[src/aligned_bump_allocator_macros.svh]
// assertion helpers shared by the allocator modules
`ifndef ALIGNED_BUMP_ALLOCATOR_MACROS_SVH
`define ALIGNED_BUMP_ALLOCATOR_MACROS_SVH

// same-cycle implication, checked out of reset
`define ABA_ASSERT_NOW(label, pre, post) \
  label: assert property (@(posedge clk) disable iff (rst) (pre) |-> (post)) \
    else $error("allocator assertion failed");

// next-cycle implication, checked out of reset
`define ABA_ASSERT_NEXT(label, pre, post) \
  label: assert property (@(posedge clk) disable iff (rst) (pre) |=> (post)) \
    else $error("allocator assertion failed");

`endif

[src/aba_pkg.sv]
`timescale 1ns / 1ps

package aba_pkg;

  localparam int unsigned ADDR_W  = 32;
  localparam int unsigned ALIGN_W = 16;
  localparam int unsigned INDEX_W = 2;
  localparam int unsigned STEP_W  = 5;

  localparam logic [INDEX_W-1:0] REG_BASE     = 2'd0;
  localparam logic [INDEX_W-1:0] REG_CAPACITY = 2'd1;

  localparam logic [3:0] NIBBLE_MASK = 4'hF;

  typedef enum logic [2:0] {
    ST_IDLE,
    ST_DIV,
    ST_ALIGN,
    ST_CHECK,
    ST_EMIT
  } state_t;

  typedef struct packed {
    logic               start;
    logic [ADDR_W-1:0]  dividend;
    logic [ALIGN_W-1:0] divisor;
  } div_req_t;

  typedef struct packed {
    logic               busy;
    logic               done;
    logic [ALIGN_W-1:0] rem;
  } div_rsp_t;

endpackage

[src/aba_rem_serial.sv]
`timescale 1ns / 1ps

`include "aligned_bump_allocator_macros.svh"

module aba_rem_serial
  import aba_pkg::*;
(
  input  logic     clk,
  input  logic     rst,
  input  div_req_t req,
  output div_rsp_t rsp
);

  logic [ADDR_W-1:0]  dvd;
  logic [ALIGN_W-1:0] divisor;
  logic [ALIGN_W-1:0] rem;
  logic [STEP_W-1:0]  cnt;
  logic               busy;
  logic               done;

  logic [ALIGN_W:0]   trial;
  logic [ALIGN_W:0]   diff;
  logic               fits;

  // one quotient bit per cycle, remainder stays below the divisor
  assign trial = {rem, dvd[ADDR_W-1]};
  assign diff  = trial - {1'b0, divisor};
  assign fits  = trial >= {1'b0, divisor};

  always_ff @(posedge clk) begin
    if (rst) begin
      busy <= 1'b0;
      done <= 1'b0;
      cnt  <= '0;
    end else begin
      done <= !req.start && busy && (cnt == '0);
      if (req.start) begin
        busy <= 1'b1;
        cnt  <= '1;
      end else if (busy) begin
        cnt <= cnt - 1'b1;
        if (cnt == '0) begin
          busy <= 1'b0;
        end
      end
    end
  end

  always_ff @(posedge clk) begin
    if (req.start) begin
      dvd     <= req.dividend;
      divisor <= req.divisor;
      rem     <= '0;
    end else if (busy) begin
      dvd <= {dvd[ADDR_W-2:0], 1'b0};
      rem <= fits ? diff[ALIGN_W-1:0] : trial[ALIGN_W-1:0];
    end
  end

  assign rsp.busy = busy;
  assign rsp.done = done;
  assign rsp.rem  = rem;

  `ABA_ASSERT_NEXT(a_start_busy, req.start, busy)
  `ABA_ASSERT_NOW(a_rem_below_divisor, busy && !req.start, rem < divisor)
  `ABA_ASSERT_NOW(a_no_restart, req.start, !busy)

endmodule

[src/aligned_bump_allocator.sv]
`timescale 1ns / 1ps
// the remainder unit shifts one dividend bit a cycle through all 32 dividend
// bits and flags done in the cycle after the last shift; the rounded offset,
// the room check, the grant and the output word are then registered in turn
// (the output word waits for a free slot); one request at a time is in flight
// reset (rst, synchronous): base, capacity and offset clear, output empties

`include "aligned_bump_allocator_macros.svh"

module aligned_bump_allocator
  import aba_pkg::*;
(
  input  logic        clk,
  input  logic        rst,
  input  logic        s_tvalid,
  output logic        s_tready,
  input  logic [47:0] s_tdata,   // request_size[31:0], request_alignment[47:32]
  output logic        m_tvalid,
  input  logic        m_tready,
  output logic [63:0] m_tdata,   // far_pointer[31:0], granted_offset[63:32]
  output logic [0:0]  m_tuser,   // granted[0]
  input  logic        cfg_valid,
  output logic        cfg_ready,
  input  logic [INDEX_W-1:0] cfg_index,
  input  logic [ADDR_W-1:0]  cfg_data
);

  state_t state;
  state_t state_next;

  logic [ADDR_W-1:0]  base_address;
  logic [ADDR_W-1:0]  region_capacity;
  logic [ADDR_W-1:0]  next_free_offset;
  logic [ADDR_W-1:0]  size;
  logic [ALIGN_W-1:0] align;
  logic [ADDR_W-1:0]  aligned;
  logic [ADDR_W-1:0]  avail;
  logic               over;
  logic               ok;
  logic [ADDR_W-1:0]  phys;

  div_req_t div_req;
  div_rsp_t div_rsp;

  logic in_xact;
  logic cfg_xact;
  logic out_free;
  logic [ALIGN_W-1:0] req_align;
  logic [ALIGN_W-1:0] pad;

  assign s_tready  = (state == ST_IDLE);
  assign cfg_ready = 1'b1;
  assign in_xact   = s_tvalid && s_tready;
  assign cfg_xact  = cfg_valid && cfg_ready;
  assign out_free  = !m_tvalid || m_tready;

  // zero alignment means byte alignment
  assign req_align = (s_tdata[47:32] == '0) ? {{(ALIGN_W-1){1'b0}}, 1'b1} : s_tdata[47:32];
  assign pad       = align - div_rsp.rem;

  assign div_req.start    = in_xact;
  assign div_req.dividend = next_free_offset;
  assign div_req.divisor  = req_align;

  aba_rem_serial u_rem (
    .clk (clk),
    .rst (rst),
    .req (div_req),
    .rsp (div_rsp)
  );

  always_ff @(posedge clk) begin
    if (rst) begin
      state <= ST_IDLE;
    end else begin
      state <= state_next;
    end
  end

  always_comb begin
    state_next = state;
    unique case (state)
      ST_IDLE:  if (in_xact) state_next = ST_DIV;
      ST_DIV:   if (div_rsp.done) state_next = ST_ALIGN;
      ST_ALIGN: state_next = ST_CHECK;
      ST_CHECK: state_next = ST_EMIT;
      ST_EMIT:  if (out_free) state_next = ST_IDLE;
      default:  state_next = ST_IDLE;
    endcase
  end

  // datapath registers
  always_ff @(posedge clk) begin
    if (in_xact) begin
      size  <= s_tdata[31:0];
      align <= req_align;
    end
    if (state == ST_DIV && div_rsp.done) begin
      aligned <= (div_rsp.rem == '0) ? next_free_offset
                                     : next_free_offset + {{(ADDR_W-ALIGN_W){1'b0}}, pad};
    end
    if (state == ST_ALIGN) begin
      avail <= region_capacity - aligned;
      over  <= aligned > region_capacity;
    end
    if (state == ST_CHECK) begin
      ok   <= !over && (size != '0) && (size <= avail);
      phys <= base_address + aligned;
    end
    if (state == ST_EMIT && out_free) begin
      m_tuser[0]     <= ok;
      m_tdata[15:0]  <= ok ? {12'd0, phys[3:0] & NIBBLE_MASK} : 16'd0;
      m_tdata[31:16] <= ok ? phys[19:4] : 16'd0;
      m_tdata[63:32] <= ok ? aligned : '0;
    end
  end

  // control and configuration registers
  always_ff @(posedge clk) begin
    if (rst) begin
      m_tvalid         <= 1'b0;
      base_address     <= '0;
      region_capacity  <= '0;
      next_free_offset <= '0;
    end else begin
      if (state == ST_EMIT && out_free) begin
        m_tvalid <= 1'b1;
      end else if (m_tvalid && m_tready) begin
        m_tvalid <= 1'b0;
      end
      if (cfg_xact && (cfg_index == REG_BASE || cfg_index == REG_CAPACITY)) begin
        next_free_offset <= '0;
      end else if (state == ST_EMIT && out_free && ok) begin
        next_free_offset <= aligned + size;
      end
      if (cfg_xact) begin
        unique case (cfg_index)
          REG_BASE: begin
            base_address <= cfg_data;
          end
          REG_CAPACITY: begin
            region_capacity <= cfg_data;
          end
          default: ;
        endcase
      end
    end
  end

  `ABA_ASSERT_NOW(a_done_in_div, div_rsp.done, state == ST_DIV)
  `ABA_ASSERT_NEXT(a_accept_starts_div, in_xact, state == ST_DIV && div_rsp.busy)
  `ABA_ASSERT_NEXT(a_offset_held, state == ST_EMIT && !out_free && !cfg_xact,
                   $stable(next_free_offset))
  `ABA_ASSERT_NOW(a_fail_is_null, m_tvalid && !m_tuser[0], m_tdata == '0)

endmodule

[config.mk]
export PLATFORM = sky130hd
export DESIGN_NAME = aligned_bump_allocator
export DESIGN_NICKNAME = d
export VERILOG_FILES = /design/src/aba_pkg.sv /design/src/aba_rem_serial.sv /design/src/aligned_bump_allocator.sv
export VERILOG_INCLUDE_DIRS = /design/src /design/src/src
export SDC_FILE = /design/constraint.sdc
export NUM_CORES = 1
export LEC_CHECK = 0
export ABC_AREA = 1
export BUFFER_PORTS_ARGS = -buffer_cell sky130_fd_sc_hd__buf_2
export CORE_UTILIZATION = 60
export DETAILED_ROUTE_END_ITERATION = 12
export PLACE_DENSITY_LB_ADDON = 0.3
export SYNTH_ARGS = -nofsm -noshare
export SYNTH_HDL_FRONTEND = slang
export SYNTH_SLANG_ARGS = --single-unit
[constraint.sdc]
create_clock -name clk -period 5.51 [get_ports clk]
set_input_delay 0.551 -clock clk [delete_from_list [all_inputs] [get_ports clk]]
set_output_delay 0.551 -clock clk [all_outputs]
set_load 0.02 [all_outputs]
Word-level counts from Yosys, hierarchy flattened
Cells that the tools add are included.
- output and inout bits: 68
- latch bits: 0
- memories: 0
- bits in read-only memories: 0
- RAM bits: 0
- bits in registers: 342
- input port bits: 87
- word-level logic and storage cells: 80
- eq/ne operators: 8
- shift operators: 0
- $add $sub $neg: 7
- reduce and logical (&&, ||, !) cells: 27
- order comparisons: 3
- bitwise gates (word level): 0
- div/mod/pow operators: 0
- muxes and demuxes: 15
- multiply operators: 0
- operator list (operator ; count):
    $mux 32 ; 3
    $add 32x16->32 ; 1
    $add 32x32->32 ; 1
    $gt 32x32->1 ; 1
    $le 32x32->1 ; 1
    $logic_not 16->1 ; 2
    $reduce_bool 32->1 ; 1
    $sub 16x16->16 ; 2
    $sub 32x32->32 ; 1
    $add 20x20->20 ; 1
    $ge 17x16->1 ; 1
    $mux 16 ; 1
    $pmux 3 s5 ; 1
    $logic_and 1x1->1 ; 10
    $mux 5 ; 2
    $mux 3 ; 3
    $eq 3x2->1 const B ; 2
    $logic_not 5->1 ; 1
    $mux 1 ; 5
    $sub 5x1->5 const B ; 1
    $ne 2x1->1 const B ; 2
    $reduce_and 2->1 ; 2
    $reduce_bool 2->1 ; 2
    $eq 3x1->1 const B ; 1
    other kinds (9) ; 12

Logic depth before layout (Yosys ltp)
Gate-level depths: netlist of the first run.
- word-level depth: 5
- depth in mapped cells: 24
- mapped depth without buffers: 24

Cells and area by module
Synthesis of the first run repeated with hierarchy kept, for this count alone.
- cells, all modules: 2944
- area total of the unflattened synthesis: 22439.0 um^2
- by module, submodules not included (module ; area each (um^2) ; sequential area each (um^2) ; cells each ; times used):
    aligned_bump_allocator ; 18258.8 ; 7377.1 ; 2428 ; 1
    aba_rem_serial ; 4180.3 ; 1901.8 ; 516 ; 1

Worst setup path before layout of the first run
OpenSTA, ideal clock, no wires.
- kind: input port to flip-flop
- start point: in m_tready
- end point: reg next_free_offset[24]
- arrival time: 3.847 ns
- path slack: 1.554 ns
- path buffers: 1
- library setup time: 0.109 ns
- stages on the path: 8
- required time: 5.401 ns
- cells stage by stage: nor2_1 -> nor2_1 -> nand2_1 -> inv_2 -> buf_2 -> nand3_1 -> nand2_1 -> inv_1
- cells in the longest elaborated chain, start to end: 3
- ends and longest elaborated chain (what ; RTL line ; RTL):
    from (decl) ; aligned_bump_allocator.sv:19 ; input logic m_tready,
    $logic_or 1x1->1 ; aligned_bump_allocator.sv:55 ; assign out_free = !m_tvalid || m_tready;
    $logic_and 1x1->1 (2 in series) ; aligned_bump_allocator.sv:133 ; end else if (state == ST_EMIT && out_free && ok) begin
    to (signal assigned) ; aligned_bump_allocator.sv:134 ; next_free_offset <= aligned + size;
    to (decl) ; aligned_bump_allocator.sv:33 ; logic [ADDR_W-1:0] next_free_offset;
Every way passes these cells.
A chain may end at the register's enable or synchronous reset.

==> results.cfg, run 1 <==
[synthesis]
synthAdderAreaFrac_pct = 10.2
synth_flop_cell = edfxtp_1
async_flop_share_pct = 0
synth.largest_area_cell = edfxtp_1
yosysTopAreaCellShare_pct = 30.7
netlist_instances = 2846
avgSynthCellArea_um2 = 7.53
synth_common_cells = nand2_1 (757), inv_1 (508), edfxtp_1 (219), a21oi_1 (213), nor2_1 (208)
synth_warnings = 0
synth_top_family_by_area = simple AND/OR/NAND/NOR gates
synthSimpleGateAreaFrac_pct = 24.2
synthTopCellsByArea = edfxtp_1 (31%), nand2_1 (13%), dfxtp_1 (10%)
ys_seq_elements = 330
synth_mux_area_share_pct = 0
ys_seq_area_share_pct = 41.0
synth_edf_count = 219
synth_xor_area_share_pct = 3.10
synth_compound_area_share_pct = 10.6
synth_area_um2 = 21400
synthDistinctLibCells = 49
yosys.cell_count.top_type = nand2_1

[power]
clkPwrFrac_pct = 41.4
internal-power_mw = 4.54
power_mw = 6.24
seqPwrFrac_pct = 45.0
combPwrFrac_pct = 13.6
power_density_nw_per_um2 = 263
power_leakage_nw = 11.9
switchingPower_mw = 1.70
peakVddDrop_v = 0.000305
p_sw_share_pct = 27.3

[timing]
slew_headroom_pct = 19.7
finalCriticalPeriod_ns = 3.75
max_freq_mhz = 267
hold-worst-slack_ns = 0.145
fin_crit_sh_pct = 68.1
worst_slack_ns = 1.76
slew_viol_final = 0
setup_viol = 0
rsz0062_at_grt = no
finClkSkew_ns = 0.0326
tightest_slew_ns = 1.20
hold_viol = 0
setup_tns_ns = 0

[routing]
vias = 19200
drt_wl_total_mm = 60.8
firstDrtPassIters = 8
route.detailed.drc = 0
wl_per_cell_um = 17.6
vias_per_cell = 5.55
drt-initial-drc-count = 1497
drtAntennaViolNets = 0

[final_layout]
diodes = 0
synthToLayoutAreaGrowth_pct = 10.8
final_area_um2 = 23800
nNetsFinal = 3232
num-fill-cells = 2946
fin_util_pct = 68.1
final_cell_count_no_fill = 3457
drive_gt1_share_pct = 8.43

[die]
dieArea_um2 = 36500
chipWidth_um = 191
fp.dieH_um = 191
initial_utilization_pct = 61.5
core-area_um2 = 34900
io_pins = 155
num_rows = 68

[clocking]
tritoncts = yes
cts_hold_buf = 0
htreeDepth = 2
insertion_delay_ns = 0.58
cts_num_sinks = 330
cts_inserted_buffers = 37
cts_resized = 0
cts_buffer_depth = 3
cts-root-buf = clkbuf_16
cts_setup_buffers = 0
path_clk_slew_ns = 0.06

[job]
cap_violations = 0

[worst_setup_path]
arrival_ns = 4.05
critPathRequiredTime_ns = 5.81
crit_type = reg -> reg
rr_startpoint = u_rem.divisor[0]$_SDFFCE_PN1P_
cp-startpoint = u_rem.divisor[0]$_SDFFCE_PN1P_
start_kind = register
cp_max_fo = 6
cp-end-kind = register

[placement]
post-place-cells = 3389
dpl_cell_area_um2 = 22500
place.port_buffers = 141
gp_congestion = 0.951
dp_hpwl_mm = 47.5
place_ws_ns = 1.81

[global_routing]
grt_max_degree = 65
track_usage_pct = 33.7
grt_pass1_vias = 18400
antenna_found_initial = 2
grt_overflow_total = 0
grt_pass1_wl_mm = 94.9

[run_status]
status = finished clean

[hold_path]
hp-class = in -> reg
holdCritStartpoint = s_tdata[4]
-- flip-flops by register name (all words and copies together), names as in the netlist --
signal	flops
m_tdata	52
aligned	32
avail	32
next_free_offset	32
region_capacity	32
size	32
u_rem.dvd	32
base_address	20
phys	20
u_rem.divisor	16
u_rem.rem	16
u_rem.cnt	5
state	3
m_tuser	1
m_tvalid	1
ok	1
over	1
u_rem.busy	1
u_rem.done	1
-- power by group through the flow --
stage | sequential [mW] | combinational, mW | clock, mW
CTS | 2.81 | 0.840 | 2.61
global placement | 2.86 | 0.816 | 0
finish | 2.81 | 0.850 | 2.58
floorplan | 2.84 | 0.604 | 0
global route | 2.82 | 0.952 | 2.69
detailed placement | 2.86 | 0.831 | 0
-- final timing paths --
| path | endpoint | slack [ns] | cells after the start |
|---|---|---|---|
| max | aligned[23]$_DFFE_PP_ | 1.76 | 20 |
| min | size[4]$_DFFE_PP_ | 0.14 | 1 |
| min reg2reg | region_capacity[27]$_SDFFE_PP0P_ | 0.46 | 2 |
| max reg2reg | aligned[23]$_DFFE_PP_ | 1.76 | 20 |
-- worst max-delay path, cell delays in order (launching register included) --
cell	delay, ns
edfxtp_1	0.36
inv_1	0.05
ha_1	0.22
fa_1	0.40
o21ai_0	0.29
a21oi_1	0.18
inv_1	0.10
nand2_1	0.05
nand2_1	0.09
nand2_1	0.08
nand2_1	0.06
nand2_1	0.05
nand2_1	0.06
inv_1	0.05
ha_1	0.36
nand2_1	0.15
nor3b_1	0.30
nand3_1	0.13
nand3_1	0.23
nand2_1	0.10
xor2_1	0.17
-- layout by cell type, fill, tap and decap left out, drive strengths merged, types with 111 or more instances in the layout --
cell / Yosys / final
nand2: 772 / 772
inv: 515 / 516
edfxtp: 219 / 219
a21oi: 214 / 214
nor2: 212 / 212
o21ai: 177 / 177
ha: 166 / 166
nand3: 155 / 155
buf: 27 / 152
dfxtp: 111 / 111
-- per-layer routing --
layer  vias up  global-route usage (%)  part of all wire [%]
met3       131                    6.99                   8.1
li1       9433                       -                     -
met4         4                    12.1                   3.4
met5         -                       0                 0.038
met2       704                    55.8                    47
met1      8926                    43.5                    42
-- logic make-up after synthesis --
family	after synthesis
buffers and inverters	591
other	2
AO/OA/AOI/OAI	434
XOR/XNOR	76
AND/OR/NAND/NOR	1241
adder cells (fa/ha/maj)	172
flip-flops	330
-- final cells by class --
cell class / instances / area (µm²) / area share [%]
well taps: 455 / 569 / 2.40
clock inverters: 17 / 191 / 0.806
inverters: 516 / 1940 / 8.15
multi-input cells: 1936 / 10400 / 43.8
clock buffers: 51 / 1070 / 4.51
flip-flops and latches: 330 / 8800 / 37.0
repair buffers: 152 / 788 / 3.32
(Power assumes the default switching activity.)
==> run 2, diff against run 1 <==
==> constraint.sdc (replaced) <==
create_clock -name clk -period 3.8 [get_ports clk]
set_input_delay 0.38 -clock clk [delete_from_list [all_inputs] [get_ports clk]]
set_output_delay 0.38 -clock clk [all_outputs]
set_load 0.02 [all_outputs]
==> results.cfg, run 2 (same netlist as run 1, synthesis figures left out) <==
[timing]
setup_viol = 0
slew_headroom_pct = 27.6
setup_tns_ns = 0
max_freq_mhz = 278
finClkSkew_ns = 0.0284
finalCriticalPeriod_ns = 3.60
tightest_slew_ns = 1.08
rsz0062_at_grt = no
fin_crit_sh_pct = 94.8
hold_viol = 0
hold-worst-slack_ns = 0.0192
slew_viol_final = 0

[routing]
drtAntennaViolNets = 0
vias = 19300
drt_wl_total_mm = 60.5
route.detailed.drc = 0
drt-initial-drc-count = 1263
vias_per_cell = 5.53
firstDrtPassIters = 5
wl_per_cell_um = 17.4

[worst_setup_path]
slowest_stage = ha_1
critical_path_buf_inv_count = 1
arrival_ns = 3.89
cp-end-kind = register
reg2reg_slack_ns = 0.20
crit_top_cell = nand2_1
timing.rr.end = aligned[23]$_DFFE_PP_
critPathRequiredTime_ns = 4.09
crit_chain = inv_1 -> ha_1 -> a21oi_1 -> nand2_1 -> a21oi_1 -> o21ai_1 -> nand2_1 -> nand2_1 -> xor2_1 -> ha_1 -> nand2_1 -> nor2_1 -> nor3b_1 -> nand3_1 -> nand3_1 -> nand2_1 -> xor2_1
critPathMaxStageDelay_ns = 0.37
rr_startpoint = u_rem.rem[2]$_SDFFE_PP0P_
cp_top_family = simple AND/OR/NAND/NOR gates
cp-startpoint = u_rem.rem[2]$_SDFFE_PP0P_
cp_max_fo = 5
start_kind = register
crit_type = reg -> reg
r2r_cells = 17

[die]
fp.dieH_um = 191
num_rows = 68
core-area_um2 = 34900
chipWidth_um = 191
io_pins = 155
initial_utilization_pct = 61.5
dieArea_um2 = 36500

[hold_path]
min_path_cells = 1
holdCritStartpoint = s_tdata[28]
hp-class = in -> reg
min_to = size[28]$_DFFE_PP_

[run_status]
status = finished clean

[final_layout]
diodes = 0
num-fill-cells = 2910
synthToLayoutAreaGrowth_pct = 11.8
multi_input_area_um2 = 10400
regMostFlops = m_tdata
largest_reg_flops = 52
drive_gt1_share_pct = 8.33
nNetsFinal = 3257
final_cell_count_no_fill = 3481
layout_commonest_cell = nand2_1
register_area_um2 = 8800
final_cell_mix = nand2_1 (756), inv_1 (507), edfxtp_1 (219)

[placement]
post-place-cells = 3391
place.port_buffers = 141
dp_hpwl_mm = 47.1
gp_congestion = 0.949

[power]
peakVddDrop_v = 0.000394
power_density_nw_per_um2 = 376
power_leakage_nw = 12.0
power_mw = 9.03

[clocking]
insertion_delay_ns = 0.56
tritoncts = yes
path_clk_slew_ns = 0.06
cts_num_sinks = 330
cts-root-buf = clkbuf_16
cts_buffer_depth = 3
cts_inserted_buffers = 38
htreeDepth = 2

[job]
cap_violations = 0

[global_routing]
grt_overflow_total = 0
grt_pass1_vias = 18400
grt_max_degree = 65
antenna_found_initial = 1
track_usage_pct = 33.4
grt_pass1_wl_mm = 94.1
## run 2: cell types whose count changed in the layout (fill, tap and decap cells not counted), moves of 2 or more
cell / before / now
dlygate4sd3_1: 0 / 22
clkbuf_1: 8 / 12
o21ai_0: 169 / 165
o21ai_1: 8 / 12
buf_4: 11 / 13
clkbuf_16: 40 / 38
clkinv_2: 5 / 3
clkinvlp_4: 2 / 0
## run 2: cell type report
| cell class | instances | area share (%) |
|---|---|---|
| Clock buffer | 54 | 4.38 |
| Clock inverter | 14 | 0.777 |
| Inverter | 516 | 8.08 |
| Multi-Input combinational cell | 1936 | 43.4 |
| Sequential cell | 330 | 36.7 |
| Tap cell | 455 | 2.37 |
| Timing Repair Buffer | 176 | 4.27 |
## run 2: timing repair
action                                  CTS  global route
endpoints found under the setup margin    0            13
endpoints found under the hold margin    22             0
setup buffers                             0             0
hold buffers                             22             0
gates resized for setup                   0             6
## run 2: worst reg2reg max path, delay by kind of cell (launching register included)
| kind | cells | cell delay [ns] |
|---|---|---|
| and+or+nand+nor | 9 | 1.25 |
| buffers and inverters | 1 | 0.08 |
| adders and majority gates | 2 | 0.71 |
| xor gates and xnor gates | 2 | 0.31 |
| DFF | 1 | 0.35 |
| AOI/OAI and AO/OA | 3 | 0.63 |
## run 2: worst max-delay path by stage
| stage | cells past startpoint | slack [ns] | endpoint |
|---|---|---|---|
| 2_1_floorplan | 20 | 0.62 | aligned[23]$_DFFE_PP_ |
| 3_3_place_gp | 22 | 0.23 | aligned[25]$_DFFE_PP_ |
| 3_5_place_dp | 20 | 0.16 | aligned[23]$_DFFE_PP_ |
| 4_1_cts | 20 | 0.11 | aligned[23]$_DFFE_PP_ |
| 5_1_grt | 20 | 0.005 | aligned[23]$_DFFE_PP_ |
| 6_report | 17 | 0.20 | aligned[23]$_DFFE_PP_ |
## run 2: metal layers
metal  wire length (µm)  GRT usage (%)  vias up  part of all wire [%]
li1                   -              -     9462                     -
met1              26300           44.2     9017                    43
met2              28200           55.6      660                    47
met3               4130           4.94      119                   6.8
met4               1900           11.6        2                   3.1
met5                 13              0        -                 0.021
## run 2: report_power, final
group          internal, mW  leakage (nW)  total, mW  switching [mW]
Combinational         0.416          8.39       1.25           0.835
Sequential             3.99          2.96       4.08          0.0906
Clock                  2.20         0.603       3.70            1.49
Total                  6.61          12.0       9.03            2.42
## run 2: per-stage QoR
stage	setup slack, ns	cell area, µm²	util [%]
after floorplan	0.617	21500	-
after global placement	0.227	22500	64.5
after detailed placement	0.161	22500	64.5
after CTS	0.113	24000	68.7
after global routing	0.00503	24000	68.7
final	0.198	24000	68.7
==> run 3, diff against run 2 <==
--- a/config.mk
+++ b/config.mk
@@ -11,6 +11,7 @@
 export CORE_UTILIZATION = 60
 export DETAILED_ROUTE_END_ITERATION = 12
 export PLACE_DENSITY_LB_ADDON = 0.3
+export RECOVER_POWER = 25
 export SYNTH_ARGS = -nofsm -noshare
 export SYNTH_HDL_FRONTEND = slang
 export SYNTH_SLANG_ARGS = --single-unit
==> results.cfg, run 3 (same netlist as run 1, synthesis figures left out) <==
[run_status]
status = finished, violations left
violations = capacitance limit, slew limit

[final_layout]
final_cell_mix = nand2_1 (757), inv_1 (507), edfxtp_1 (219)
largest_reg_flops = 52
regMostFlops = m_tdata
drive_gt1_share_pct = 7.24
num-fill-cells = 2932
final_area_um2 = 23900
nNetsFinal = 3257
layout_commonest_cell = nand2_1
diodes = 0
synthToLayoutAreaGrowth_pct = 11.6

[timing]
rsz0062_at_grt = no
slew_headroom_pct = -70.1
slew_viol_final = 54
fin_crit_sh_pct = 94.8
hold_viol = 0
finClkSkew_ns = 0.0308
setup_tns_ns = 0
setup_viol = 0
max_freq_mhz = 278
tightest_slew_ns = 2.55
finalCriticalPeriod_ns = 3.60
worst_slack_ns = 0.199
hold-worst-slack_ns = 0.0192

[worst_setup_path]
start_kind = register
r2r_cells = 17
critPathMaxStageDelay_ns = 0.37
crit_top_cell = nand2_1
rr_startpoint = u_rem.rem[2]$_SDFFE_PP0P_
slowest_stage = ha_1
path_depth = 17
cp-end-kind = register
crit_type = reg -> reg
cp_top_family = simple AND/OR/NAND/NOR gates
cp-startpoint = u_rem.rem[2]$_SDFFE_PP0P_
critical_path_buf_inv_count = 1
arrival_ns = 3.89
reg2reg_slack_ns = 0.20
crit_chain = inv_1 -> ha_1 -> a21oi_1 -> nand2_1 -> a21oi_1 -> o21ai_1 -> nand2_1 -> nand2_1 -> xor2_1 -> ha_1 -> nand2_1 -> nor2_1 -> nor3b_1 -> nand3_1 -> nand3_1 -> nand2_1 -> xor2_1
critPathRequiredTime_ns = 4.08
cp_max_fo = 5

[hold_path]
holdCritStartpoint = s_tdata[28]
min_path_cells = 1
hp-class = in -> reg

[placement]
place_ws_ns = 0.161
gp_congestion = 0.949
dpl_cell_area_um2 = 22500
dp_hpwl_mm = 47.1
place.port_buffers = 141

[power]
combPwrFrac_pct = 13.8
power_mw = 9.02
switchingPower_mw = 2.42
internal-power_mw = 6.60
power_leakage_nw = 11.9
power_density_nw_per_um2 = 377
clkPwrFrac_pct = 41.0
peakVddDrop_v = 0.000396
seqPwrFrac_pct = 45.2
p_sw_share_pct = 26.8

[routing]
vias = 19300
route.detailed.drc = 0
vias_per_cell = 5.53
wl_per_cell_um = 17.4
drt-initial-drc-count = 1407
drtAntennaViolNets = 0
drt_wl_total_mm = 60.5
firstDrtPassIters = 6

[global_routing]
busiest_layer = met2
grt_pass1_wl_mm = 94.1
grt_max_degree = 65
grt_pass1_vias = 18400
met1_usage_pct = 44.2
antenna_found_initial = 1
use_met3_pct = 4.94
track_usage_pct = 33.4
grt_overflow_total = 0
grt_use_met2_pct = 55.6

[die]
fp.dieH_um = 191
initial_utilization_pct = 61.5
chipWidth_um = 191
io_pins = 155
num_rows = 68
dieArea_um2 = 36500
core-area_um2 = 34900

[clocking]
htreeDepth = 2
insertion_delay_ns = 0.56
cts_inserted_buffers = 38
cts_setup_buffers = 0
tritoncts = yes
cts_buffer_depth = 3
cts_num_sinks = 330
cts-root-buf = clkbuf_16
path_clk_slew_ns = 0.06

[job]
cap_violations = 1
## run 3: cell types whose count changed in the layout (fill, tap and decap cells not counted)
cell | previous run | this run
nor3_2 | 1 | 0
inv_2 | 8 | 7
buf_2 | 141 | 114
clkbuf_1 | 12 | 42
buf_4 | 13 | 10
nand2_1 | 756 | 757
nor3_1 | 32 | 33
nand2_2 | 14 | 13
clkinv_1 | 5 | 6
## run 3: worst reg2reg max path, delay by kind of cell, from the launching register on
family | cells | cell delay, ns
and+or+nand+nor | 9 | 1.25
DFF | 1 | 0.35
buffers and inverters | 1 | 0.08
adders and majority gates | 2 | 0.71
AOI/OAI and AO/OA | 3 | 0.63
xor gates and xnor gates | 2 | 0.31
## run 3: cell type report
| type | instances | area, µm² | share of cell area [%] |
|---|---|---|---|
| repair buffers | 176 | 978 | 4.09 |
| clock inverters | 14 | 186 | 0.779 |
| multi-input cells | 1936 | 10400 | 43.5 |
| well taps | 455 | 569 | 2.38 |
| flip-flops and latches | 330 | 8800 | 36.8 |
| clock buffers | 54 | 1050 | 4.39 |
| inverters | 516 | 1940 | 8.09 |
## run 3: power by group through the flow
stage               combinational [mW]  clock [mW]  sequential (mW)
floorplan                        0.876           0             4.11
global placement                  1.19           0             4.15
detailed placement                1.21           0             4.15
CTS                               1.24        3.73             4.08
global route                      1.40        3.86             4.09
finish                            1.25        3.69             4.08
## run 3: metal layers
metal | wire length [µm] | share of wire, % | up-vias
met1 | 26300 | 43 | 8997
met5 | 13 | 0.021 | -
met4 | 1950 | 3.2 | 2
li1 | - | - | 9471
met2 | 28200 | 47 | 659
met3 | 4090 | 6.8 | 126
## run 3: metrics by stage
step                      cells  utilization, %
after global placement     3391            64.5
after CTS                  3481            68.7
after detailed placement   3391            64.5
after global routing       3481            68.6
after floorplan            2857               -
final                      3481            68.6
## run 3: what timing repair did
item / CTS / global route
resized for setup: 0 / 6
endpoints found under the hold margin: 22 / 0
setup endpoints to repair: 0 / 13
hold buffers: 22 / 0
## run 3: path summary, 6_finish.rpt
path                                      endpoint
hold reg to reg   region_capacity[28]$_SDFFE_PP0P_
hold / removal                  size[28]$_DFFE_PP_
setup / recovery             aligned[23]$_DFFE_PP_
setup reg to reg             aligned[23]$_DFFE_PP_
